===== src/design/gradient_bar_test_pattern_top_macros.svh =====
// Assertion macros shared by the gradient bar test pattern design.
`ifndef GRADIENT_BAR_TEST_PATTERN_TOP_MACROS_SVH
`define GRADIENT_BAR_TEST_PATTERN_TOP_MACROS_SVH

`ifndef NO_ASSERTIONS

// Check that the antecedent implies the consequent in the same cycle.
`define GBTP_ASSERT_IMP(label, clk, rst_n, ante, cons) \
    label: assert property (@(posedge clk) disable iff (!(rst_n)) (ante) |-> (cons)) \
        else $error("gbtp assertion failed: same-cycle implication");

// Check that the antecedent implies the consequent in the next cycle.
`define GBTP_ASSERT_NXT(label, clk, rst_n, ante, cons) \
    label: assert property (@(posedge clk) disable iff (!(rst_n)) (ante) |=> (cons)) \
        else $error("gbtp assertion failed: next-cycle implication");

`else

`define GBTP_ASSERT_IMP(label, clk, rst_n, ante, cons)
`define GBTP_ASSERT_NXT(label, clk, rst_n, ante, cons)

`endif

`endif


===== src/design/gbtp_pkg.sv =====
// Shared types and constants for the gradient bar test pattern generator.
package gbtp_pkg;

    // Configuration register geometry
    localparam int REG_W = 13;
    localparam int MAX_DIMENSION_DEFAULT = 4096;
    localparam logic [REG_W-1:0] FRAME_WIDTH_RESET  = 13'd640;
    localparam logic [REG_W-1:0] FRAME_HEIGHT_RESET = 13'd480;

    typedef logic [0:0] t_cfg_idx;
    localparam t_cfg_idx REG_FRAME_WIDTH  = 1'b0;
    localparam t_cfg_idx REG_FRAME_HEIGHT = 1'b1;

    // Pixel bytes
    localparam int PIX_W = 8;
    localparam logic [PIX_W-1:0] PIX_FULL = 8'd255;
    localparam logic [PIX_W-1:0] PIX_ZERO = 8'd0;

    // Ramp divider: one quotient bit per step
    localparam int DIV_STEPS = PIX_W;
    localparam int STEP_W = $clog2(DIV_STEPS);
    typedef logic [STEP_W-1:0] t_step;
    localparam t_step STEP_LAST = t_step'(DIV_STEPS - 1);

    typedef enum logic [1:0] {
        S_IDLE,
        S_DIV,
        S_DONE
    } t_state;

    // Commands from controller to datapath
    typedef struct packed {
        logic start;
        logic step;
        logic load;
    } t_cmd;

endpackage


===== src/design/gbtp_div.sv =====
// Restoring divider giving one bit of an 8-bit ramp quotient per cycle while i_step is high.
module gbtp_div
    import gbtp_pkg::*;
#(
    parameter int CW = 12
) (
    input  logic             i_clk,
    input  logic             i_start,
    input  logic             i_step,
    input  logic [CW+7:0]    i_numer,
    input  logic [CW-1:0]    i_denom,
    output logic [PIX_W-1:0] o_quot
);

    localparam int NW = CW + PIX_W;

    logic [NW-1:0]    r_rem, n_rem;
    logic [NW-1:0]    r_dsr, n_dsr;
    logic [PIX_W-1:0] r_quo, n_quo;

    // Load operands on start, then subtract the shifted divisor, when it fits, once per step
    always_comb begin
        n_rem = r_rem;
        n_dsr = r_dsr;
        n_quo = r_quo;
        if (i_start) begin
            n_rem = i_numer;
            n_dsr = NW'(i_denom) << (PIX_W - 1);
            n_quo = '0;
        end else if (i_step) begin
            if (r_rem >= r_dsr) begin
                n_rem = r_rem - r_dsr;
                n_quo = {r_quo[PIX_W-2:0], 1'b1};
            end else begin
                n_quo = {r_quo[PIX_W-2:0], 1'b0};
            end
            n_dsr = r_dsr >> 1;
        end
    end

    always_ff @(posedge i_clk) begin
        r_rem <= n_rem;
        r_dsr <= n_dsr;
        r_quo <= n_quo;
    end

    assign o_quot = r_quo;

endmodule


===== src/design/gbtp_datapath.sv =====
// Raster counters, configuration registers, ramp dividers and output register.
module gbtp_datapath
    import gbtp_pkg::*;
#(
    parameter int MAX_DIMENSION = MAX_DIMENSION_DEFAULT
) (
    input  logic             i_clk,
    input  logic             i_rst_n,
    input  t_cmd             i_cmd,
    input  logic             i_buffer_free,
    input  logic             i_cfg_we,
    input  t_cfg_idx         i_cfg_index,
    input  logic [REG_W-1:0] i_cfg_data,
    output logic             o_pixel_valid,
    output logic [PIX_W-1:0] o_red,
    output logic [PIX_W-1:0] o_green,
    output logic [PIX_W-1:0] o_blue,
    output logic [PIX_W-1:0] o_alpha,
    output logic             o_start_of_frame,
    output logic             o_end_of_line,
    output logic             o_end_of_frame
);

    localparam int CW = $clog2(MAX_DIMENSION);
    localparam int NW = CW + PIX_W;
    localparam int EW = (CW + 1 > REG_W) ? CW + 1 : REG_W;

    logic [REG_W-1:0] r_width, r_height;
    logic [CW-1:0]    r_col, n_col;
    logic [CW-1:0]    r_row, n_row;
    logic [CW-1:0]    r_bar, n_bar;
    logic             r_active, n_active;

    logic             r_refused, r_sof, r_eol, r_eof, r_bar_hit;

    logic [CW-1:0]    last_w, last_h;
    logic [CW-1:0]    cur_col, cur_row, pos_x, pos_y;
    logic             refused, eol, eof, bar_hit;
    logic [NW-1:0]    numer_x, numer_y;
    logic [PIX_W-1:0] quot_x, quot_y;

    // Clamp a register to 2..MAX_DIMENSION and return the last coordinate
    function automatic logic [CW-1:0] last_coord(input logic [REG_W-1:0] v);
        logic [EW-1:0] ext;
        ext = EW'(v);
        if (ext < EW'(2)) begin
            return CW'(1);
        end else if (ext > EW'(MAX_DIMENSION)) begin
            return CW'(MAX_DIMENSION - 1);
        end else begin
            return CW'(ext - EW'(1));
        end
    endfunction

    assign last_w = last_coord(r_width);
    assign last_h = last_coord(r_height);

    // Decode the current transaction against the raster position
    always_comb begin
        refused = !r_active && !i_buffer_free;
        cur_col = r_active ? r_col : '0;
        cur_row = r_active ? r_row : '0;
        bar_hit = (cur_col == r_bar);
        eol     = (cur_col >= last_w);
        eof     = eol && (cur_row >= last_h);
        pos_x   = (cur_col > last_w) ? last_w : cur_col;
        pos_y   = (cur_row > last_h) ? last_h : cur_row;
        numer_x = (NW'(pos_x) << PIX_W) - NW'(pos_x);
        numer_y = (NW'(pos_y) << PIX_W) - NW'(pos_y);
    end

    // Advance the raster on an accepted, non-refused transaction; clear the bar on a width write
    always_comb begin
        n_col    = r_col;
        n_row    = r_row;
        n_bar    = r_bar;
        n_active = r_active;
        if (i_cmd.start && !refused) begin
            n_active = !eof;
            if (eol) begin
                n_col = '0;
                n_row = eof ? '0 : cur_row + CW'(1);
            end else begin
                n_col = cur_col + CW'(1);
                n_row = cur_row;
            end
            if (eof) begin
                n_bar = (r_bar >= last_w) ? '0 : r_bar + CW'(1);
            end
        end
        if (i_cfg_we && i_cfg_index == REG_FRAME_WIDTH) begin
            n_bar = '0;
        end
    end

    // Hold configuration and raster state
    always_ff @(posedge i_clk) begin
        if (!i_rst_n) begin
            r_width  <= FRAME_WIDTH_RESET;
            r_height <= FRAME_HEIGHT_RESET;
            r_col    <= '0;
            r_row    <= '0;
            r_bar    <= '0;
            r_active <= 1'b0;
        end else begin
            if (i_cfg_we && i_cfg_index == REG_FRAME_WIDTH) begin
                r_width <= i_cfg_data;
            end
            if (i_cfg_we && i_cfg_index == REG_FRAME_HEIGHT) begin
                r_height <= i_cfg_data;
            end
            r_col    <= n_col;
            r_row    <= n_row;
            r_bar    <= n_bar;
            r_active <= n_active;
        end
    end

    // Capture per-transaction flags on start and hold them while the dividers run
    always_ff @(posedge i_clk) begin
        if (i_cmd.start) begin
            r_refused <= refused;
            r_sof     <= !refused && !r_active;
            r_eol     <= !refused && eol;
            r_eof     <= !refused && eof;
            r_bar_hit <= bar_hit;
        end
    end

    gbtp_div #(.CW(CW)) u_div_x (
        .i_clk   (i_clk),
        .i_start (i_cmd.start),
        .i_step  (i_cmd.step),
        .i_numer (numer_x),
        .i_denom (last_w),
        .o_quot  (quot_x)
    );

    gbtp_div #(.CW(CW)) u_div_y (
        .i_clk   (i_clk),
        .i_start (i_cmd.start),
        .i_step  (i_cmd.step),
        .i_numer (numer_y),
        .i_denom (last_h),
        .o_quot  (quot_y)
    );

    // Load the output register with the finished pixel
    always_ff @(posedge i_clk) begin
        if (i_cmd.load) begin
            o_pixel_valid    <= !r_refused;
            o_start_of_frame <= r_sof;
            o_end_of_line    <= r_eol;
            o_end_of_frame   <= r_eof;
            if (r_refused) begin
                o_red   <= PIX_ZERO;
                o_green <= PIX_ZERO;
                o_blue  <= PIX_ZERO;
                o_alpha <= PIX_ZERO;
            end else if (r_bar_hit) begin
                o_red   <= PIX_FULL;
                o_green <= PIX_FULL;
                o_blue  <= PIX_FULL;
                o_alpha <= PIX_FULL;
            end else begin
                o_red   <= quot_x;
                o_green <= quot_y;
                o_blue  <= PIX_ZERO;
                o_alpha <= PIX_FULL;
            end
        end
    end

endmodule


===== src/design/gbtp_ctrl.sv =====
// Controller: input handshake, divider sequencing and output valid.
`include "gradient_bar_test_pattern_top_macros.svh"

module gbtp_ctrl
    import gbtp_pkg::*;
(
    input  logic i_clk,
    input  logic i_rst_n,
    input  logic i_in_valid,
    output logic o_in_stall,
    output logic o_out_valid,
    input  logic i_out_stall,
    output t_cmd o_cmd
);

    t_state r_state, n_state;
    t_step  r_step, n_step;
    logic   r_out_valid, n_out_valid;

    // Hold state, step count and output valid
    always_ff @(posedge i_clk) begin
        if (!i_rst_n) begin
            r_state     <= S_IDLE;
            r_step      <= '0;
            r_out_valid <= 1'b0;
        end else begin
            r_state     <= n_state;
            r_step      <= n_step;
            r_out_valid <= n_out_valid;
        end
    end

    // Sequence one transaction: accept, divide, load
    always_comb begin
        n_state    = r_state;
        n_step     = r_step;
        o_cmd      = '0;
        o_in_stall = 1'b1;
        case (r_state)
            S_IDLE: begin
                o_in_stall = 1'b0;
                if (i_in_valid) begin
                    o_cmd.start = 1'b1;
                    n_step      = '0;
                    n_state     = S_DIV;
                end
            end
            S_DIV: begin
                o_cmd.step = 1'b1;
                n_step     = r_step + t_step'(1);
                if (r_step == STEP_LAST) begin
                    n_state = S_DONE;
                end
            end
            S_DONE: begin
                if (!r_out_valid || !i_out_stall) begin
                    o_cmd.load = 1'b1;
                    n_state    = S_IDLE;
                end
            end
            default: begin
                n_state = S_IDLE;
            end
        endcase
    end

    // Set valid on load, drop it once the result is taken
    always_comb begin
        n_out_valid = r_out_valid && i_out_stall;
        if (o_cmd.load) begin
            n_out_valid = 1'b1;
        end
    end

    assign o_out_valid = r_out_valid;

    `GBTP_ASSERT_NXT(a_accept_starts_div, i_clk, i_rst_n, i_in_valid && !o_in_stall, r_state == S_DIV && r_step == '0)
    `GBTP_ASSERT_IMP(a_load_needs_room, i_clk, i_rst_n, o_cmd.load, !r_out_valid || !i_out_stall)
    `GBTP_ASSERT_NXT(a_stalled_result_kept, i_clk, i_rst_n, r_out_valid && i_out_stall, r_out_valid)
    `GBTP_ASSERT_NXT(a_div_finishes, i_clk, i_rst_n, r_state == S_DIV && r_step == STEP_LAST, r_state == S_DONE)

endmodule


===== src/design/gradient_bar_test_pattern_top.sv =====
// Top level of the gradient bar test pattern generator.
//
//   Port group    Direction  Handshake          Contents
//   in channel    in         i_in_valid/o_in_stall   buffer_free
//   out channel   out        o_out_valid/i_out_stall  pixel and frame markers
//   config        in         i_cfg_we           frame_width, frame_height
//
// An item is accepted, then stepped through the bit-per-cycle ramp dividers
// (red and green in parallel), then loaded into the output register.
// A finished pixel waits in the output register; the next item is accepted
// meanwhile and its load waits only while that register is still stalled.
// Reset (i_rst_n low, synchronous) restores 640x480, clears the raster and bar.
module gradient_bar_test_pattern_top
    import gbtp_pkg::*;
#(
    parameter int MAX_DIMENSION = MAX_DIMENSION_DEFAULT
) (
    input  logic             i_clk,
    input  logic             i_rst_n,
    input  logic             i_in_valid,
    output logic             o_in_stall,
    input  logic             i_buffer_free,
    output logic             o_out_valid,
    input  logic             i_out_stall,
    output logic             o_pixel_valid,
    output logic [PIX_W-1:0] o_red,
    output logic [PIX_W-1:0] o_green,
    output logic [PIX_W-1:0] o_blue,
    output logic [PIX_W-1:0] o_alpha,
    output logic             o_start_of_frame,
    output logic             o_end_of_line,
    output logic             o_end_of_frame,
    input  logic             i_cfg_we,
    input  t_cfg_idx         i_cfg_index,
    input  logic [REG_W-1:0] i_cfg_data
);

    t_cmd cmd;

    gbtp_ctrl u_ctrl (
        .i_clk       (i_clk),
        .i_rst_n     (i_rst_n),
        .i_in_valid  (i_in_valid),
        .o_in_stall  (o_in_stall),
        .o_out_valid (o_out_valid),
        .i_out_stall (i_out_stall),
        .o_cmd       (cmd)
    );

    gbtp_datapath #(.MAX_DIMENSION(MAX_DIMENSION)) u_datapath (
        .i_clk            (i_clk),
        .i_rst_n          (i_rst_n),
        .i_cmd            (cmd),
        .i_buffer_free    (i_buffer_free),
        .i_cfg_we         (i_cfg_we),
        .i_cfg_index      (i_cfg_index),
        .i_cfg_data       (i_cfg_data),
        .o_pixel_valid    (o_pixel_valid),
        .o_red            (o_red),
        .o_green          (o_green),
        .o_blue           (o_blue),
        .o_alpha          (o_alpha),
        .o_start_of_frame (o_start_of_frame),
        .o_end_of_line    (o_end_of_line),
        .o_end_of_frame   (o_end_of_frame)
    );

endmodule

===== config.mk =====
export PLATFORM = sky130hd
export DESIGN_NAME = gradient_bar_test_pattern_top
export DESIGN_NICKNAME = d
export VERILOG_FILES = /design/src/design/gbtp_pkg.sv /design/src/design/gbtp_div.sv /design/src/design/gbtp_datapath.sv /design/src/design/gbtp_ctrl.sv /design/src/design/gradient_bar_test_pattern_top.sv
export VERILOG_INCLUDE_DIRS = /design/src /design/src/design
export SDC_FILE = /design/constraint.sdc
export NUM_CORES = 1
export LEC_CHECK = 0
export BUFFER_PORTS_ARGS = -buffer_cell sky130_fd_sc_hd__buf_4
export CAP_MARGIN = 20
export CELL_PAD_IN_SITES_DETAIL_PLACEMENT = 0
export CELL_PAD_IN_SITES_GLOBAL_PLACEMENT = 1
export CORE_MARGIN = 2
export CORE_UTILIZATION = 41
export DETAILED_ROUTE_END_ITERATION = 10
export GPL_TIMING_DRIVEN = 0
export PLACE_DENSITY_LB_ADDON = 0.05
export SYNTH_ARGS = -nofsm -noshare
export SYNTH_HDL_FRONTEND = slang
export SYNTH_SLANG_ARGS = --single-unit
export TNS_END_PERCENT = 1

===== constraint.sdc =====
create_clock -name i_clk -period 10.1 [get_ports i_clk]
set_clock_uncertainty 0.05 [all_clocks]
set_input_delay 2.02 -clock i_clk [delete_from_list [all_inputs] [get_ports i_clk]]
set_output_delay 2.02 -clock i_clk [all_outputs]
set_load 0.1 [all_outputs]

==> flow_metrics.py <==
metrics = {
    "run_status": {
        "outcome": "finished, final reports clean",
    },
    "synthesis": {
        "syn-cell-area_um2": 13000,
        "syn-num-nets": 1679,
        "avgSynthCellArea_um2": 8.31,
        "syn_inst": 1565,
        "ys_types": 82,
        "synth_seq_cells": 189,
        "synth_edf_count": 90,
        "synthArstFlopShare_pct": 0,
        "ys.flop_type": "dfxtp_1",
        "yosysWarnings": 0,
        "synth-seq-area-share_pct": 36.0,
    },
    "cells_and_area": {
        "nFillCells": 3170,
        "final_nets": 1759,
        "drive_gt1_share_pct": 9.05,
        "fin_cells": 2060,
        "area_growth_pct": 12.6,
        "diodes": 0,
    },
    "sta": {
        "report.final.slew_viol_count": 0,
        "layout_min_cycle_time_ns": 6.82,
        "period_share_pct": 67.6,
        "rsz0062_at_grt": "false",
        "slew_headroom_pct": 26.1,
        "hold_viol": 0,
        "setup_viol": 0,
        "fin_tns_setup_ns": 0,
        "tightest_slew_ns": 1.11,
        "fmax_mhz": 147,
    },
    "clock_network": {
        "path_clk_slew_ns": 0.08,
        "cts_tree": "done",
        "clock_path_buffers": 2,
        "cts_max_level": 4,
        "cts_buffers": 17,
        "postCtsHoldBufs": 0,
        "cts_root_buf": "clkbuf_16",
        "cts_resized": 0,
        "clk_latency_ns": 0.45,
        "cts_sinks": 189,
        "postCtsSetupBuffers": 0,
    },
    "drt": {
        "via_per_inst": 5.47,
        "wl_met2_um": 17400,
        "drc": 0,
        "routed.top_layer": "met4",
        "wl_met1_um": 17800,
        "vias": 11300,
        "wl_um": 37600,
        "drt_first_pass_iters": 6,
        "avgRoutedWirePerCell_um": 18.2,
        "drtAntennaViolNets": 0,
        "dr_wl_met3_um": 1830,
        "first_iter_violations": 646,
    },
    "worst_setup_path": {
        "ff2ff_path_depth": 26,
        "cp.arrival_ns": 6.96,
        "endpoint_kind": "flop",
        "r2r-start": "u_datapath.r_height[0]",
        "start_kind": "flop",
        "timing.rr.end": "u_datapath.u_div_y.r_rem[19]",
        "critPathRequiredTime_ns": 10.23,
        "r2r_slack_ns": 3.28,
        "crit_type": "flop to flop",
        "cp_max_fo": 10,
    },
    "floorplanning": {
        "boundaryPins": 58,
        "initial_utilization_pct": 41.4,
        "core-area_um2": 31400,
        "row_count": 65,
        "die_w_um": 182,
        "dieArea_um2": 33200,
        "die_y_um": 182,
    },
    "hold_path": {
        "min_path_type": "flop to flop",
        "worst_hold_path.num_cells": 0,
        "hold_path_end": "u_datapath.o_end_of_line",
        "min_from": "u_datapath.r_eol",
    },
    "grt": {
        "grt_pass1_vias": 10900,
        "grt_pass1_wl_um": 59700,
        "antenna_found_initial": 0,
        "overflow": 0,
        "grt_max_degree": 25,
        "grt.total_usage_pct": 23.0,
    },
    "power_and_ir_drop": {
        "p_leak_uw": 0.00606,
        "vdd_drop_max_mv": 0.126,
        "p_per_area_nw_per_um2": 186,
    },
    "job": {
        "cap_violations": 0,
    },
    "placement": {
        "port_buffers": 57,
        "dp.cells": 2027,
        "dp_hpwl_um": 29400,
        "gp_congestion": 0.855,
    },
}
## power by group
part	switching, uW	total, uW	internal, uW
Sequential	44.7	998	953
Clock	324	730	406
Combinational	599	995	396
## cells by family after synthesis
logic type / Yosys count / synth area share (%)
compound gates: 386 / 19.1
xor+xnor: 97 / 6.53
fa+ha+maj: 94 / 9.16
buf+inv: 189 / 5.93
flops: 189 / 36.0
mux: 28 / 2.30
simple gates: 582 / 21.0
## stage by stage
stage / area, um2 / setup slack [ns] / power (uW) / utilization (%) / hold slack [ns]
floorplan: 13000 / 4.59 / 1760 / - / 0.350
global placement: 13900 / 3.33 / 1980 / 44.4 / 0.375
detailed placement: 14000 / 3.31 / 2000 / 44.6 / 0.368
CTS: 14600 / 3.29 / 2730 / 46.6 / 0.380
global route: 14600 / 2.77 / 2910 / 46.7 / 0.386
finish: 14600 / 3.28 / 2720 / 46.7 / 0.379
## critical path, cell delays in order (launching register included)
cell and delay (ns):
dfxtp_1 0.37, inv_1 0.10, ha_1 0.15, clkbuf_1 0.28, nor3b_1 0.44, nand4_1 0.17, xor2_1 0.16, a21oi_1 0.21
inv_1 0.14, ha_1 0.34, and4_1 0.24, nand4_1 0.16, a21o_1 0.22, a31oi_2 0.61, clkbuf_1 0.39, nor2_1 0.09
a21oi_1 0.27, inv_1 0.08, ha_1 0.34, a21o_1 0.19, a21o_1 0.22, a21oi_1 0.12, mux2i_1 0.16, nor4_2 0.47
nand3_1 0.16, xnor2_1 0.30, mux2i_1 0.12
## layout by cell type, fill, tap and decap left out, drive strengths merged, types with 29 or more instances in the layout
master / count
nand2: 228
nor2: 140
inv: 115
a21oi: 112
dfxtp: 99
ha: 92
edfxtp: 90
o21ai: 84
buf: 84
clkbuf: 80
xnor2: 64
nand3: 39
a21boi: 34
xor2: 33
nor2b: 32
nor3: 29
## synth_stat cells, types with 4 or more instances
| cell type | count | area (um2) |
|---|---|---|
| o22ai_1 | 23 | 144 |
| a21oi_1 | 112 | 561 |
| or3_1 | 13 | 81.3 |
| xnor2_1 | 64 | 561 |
| a21boi_0 | 34 | 255 |
| ha_1 | 92 | 1150 |
| nor3_1 | 28 | 140 |
| nand3_1 | 39 | 195 |
| a41oi_1 | 4 | 35.0 |
| nor2_1 | 139 | 522 |
| and4_1 | 6 | 52.6 |
| a31o_2 | 4 | 35.0 |
| a31oi_1 | 14 | 87.6 |
| o31ai_1 | 6 | 45.0 |
| nor4_1 | 10 | 62.6 |
| o211ai_1 | 4 | 30.0 |
| o21bai_1 | 8 | 60.1 |
| a21o_1 | 27 | 203 |
| a22oi_1 | 7 | 52.6 |
| o21ai_1 | 9 | 45.0 |
| mux2_2 | 8 | 90.1 |
| or4_1 | 4 | 30.0 |
| dfxtp_1 | 99 | 1980 |
| inv_1 | 107 | 402 |
| nand2_1 | 228 | 856 |
| a211oi_1 | 8 | 60.1 |
| buf_4 | 15 | 113 |
| edfxtp_1 | 90 | 2700 |
| buf_1 | 4 | 15.0 |
| nor2b_1 | 32 | 200 |
| xor2_1 | 33 | 289 |
| clkbuf_1 | 58 | 218 |
| nand2b_1 | 13 | 81.3 |
| and3_1 | 10 | 62.6 |
| buf_2 | 4 | 20.0 |
| and2_1 | 10 | 62.6 |
| nand4_1 | 24 | 150 |
| o21a_1 | 14 | 105 |
| nor3b_1 | 6 | 45.0 |
| o21ai_0 | 74 | 370 |
| mux2i_1 | 18 | 180 |
## state kept, by name (all words and copies together), names as in the netlist, 12 cells and up
register and cells:
u_datapath.r_bar 12, u_datapath.r_col 12, u_datapath.r_height 13, u_datapath.r_row 12
u_datapath.r_width 13, u_datapath.u_div_x.r_dsr 19, u_datapath.u_div_x.r_rem 20, u_datapath.u_div_y.r_dsr 19
u_datapath.u_div_y.r_rem 20
## area by class of cell
type,instances,area [um2],share of cell area (%)
clock inverter,10,108,0.735
clock buffer,22,529,3.61
buffer,81,365,2.49
inverter,108,405,2.77
tap,402,503,3.43
multi-input combinational,1187,7560,51.6
timing repair buffer,61,488,3.33
sequential,189,4680,32.0
## metal layers
| layer | vias to the layer above | GRT usage, % |
|---|---|---|
| met5 | - | 0 |
| li1 | 5683 | - |
| met4 | 0 | 6.13 |
| met1 | 5267 | 31.0 |
| met3 | 39 | 3.75 |
| met2 | 269 | 38.3 |
## worst max path at each step
stage | start | to | slack [ns]
3_3_place_gp | u_datapath.r_height[0] | u_datapath.u_div_y.r_rem[19] | 3.33
5_1_grt | u_datapath.r_height[0] | u_datapath.u_div_y.r_rem[19] | 2.77
3_5_place_dp | u_datapath.r_height[0] | u_datapath.u_div_y.r_rem[19] | 3.31
2_1_floorplan | u_datapath.r_height[2] | u_datapath.u_div_y.r_rem[17] | 4.59
6_report | u_datapath.r_height[0] | u_datapath.u_div_y.r_rem[19] | 3.28
4_1_cts | u_datapath.r_height[0] | u_datapath.u_div_y.r_rem[19] | 3.29
No activity file was read; power rests on OpenSTA's default activity.
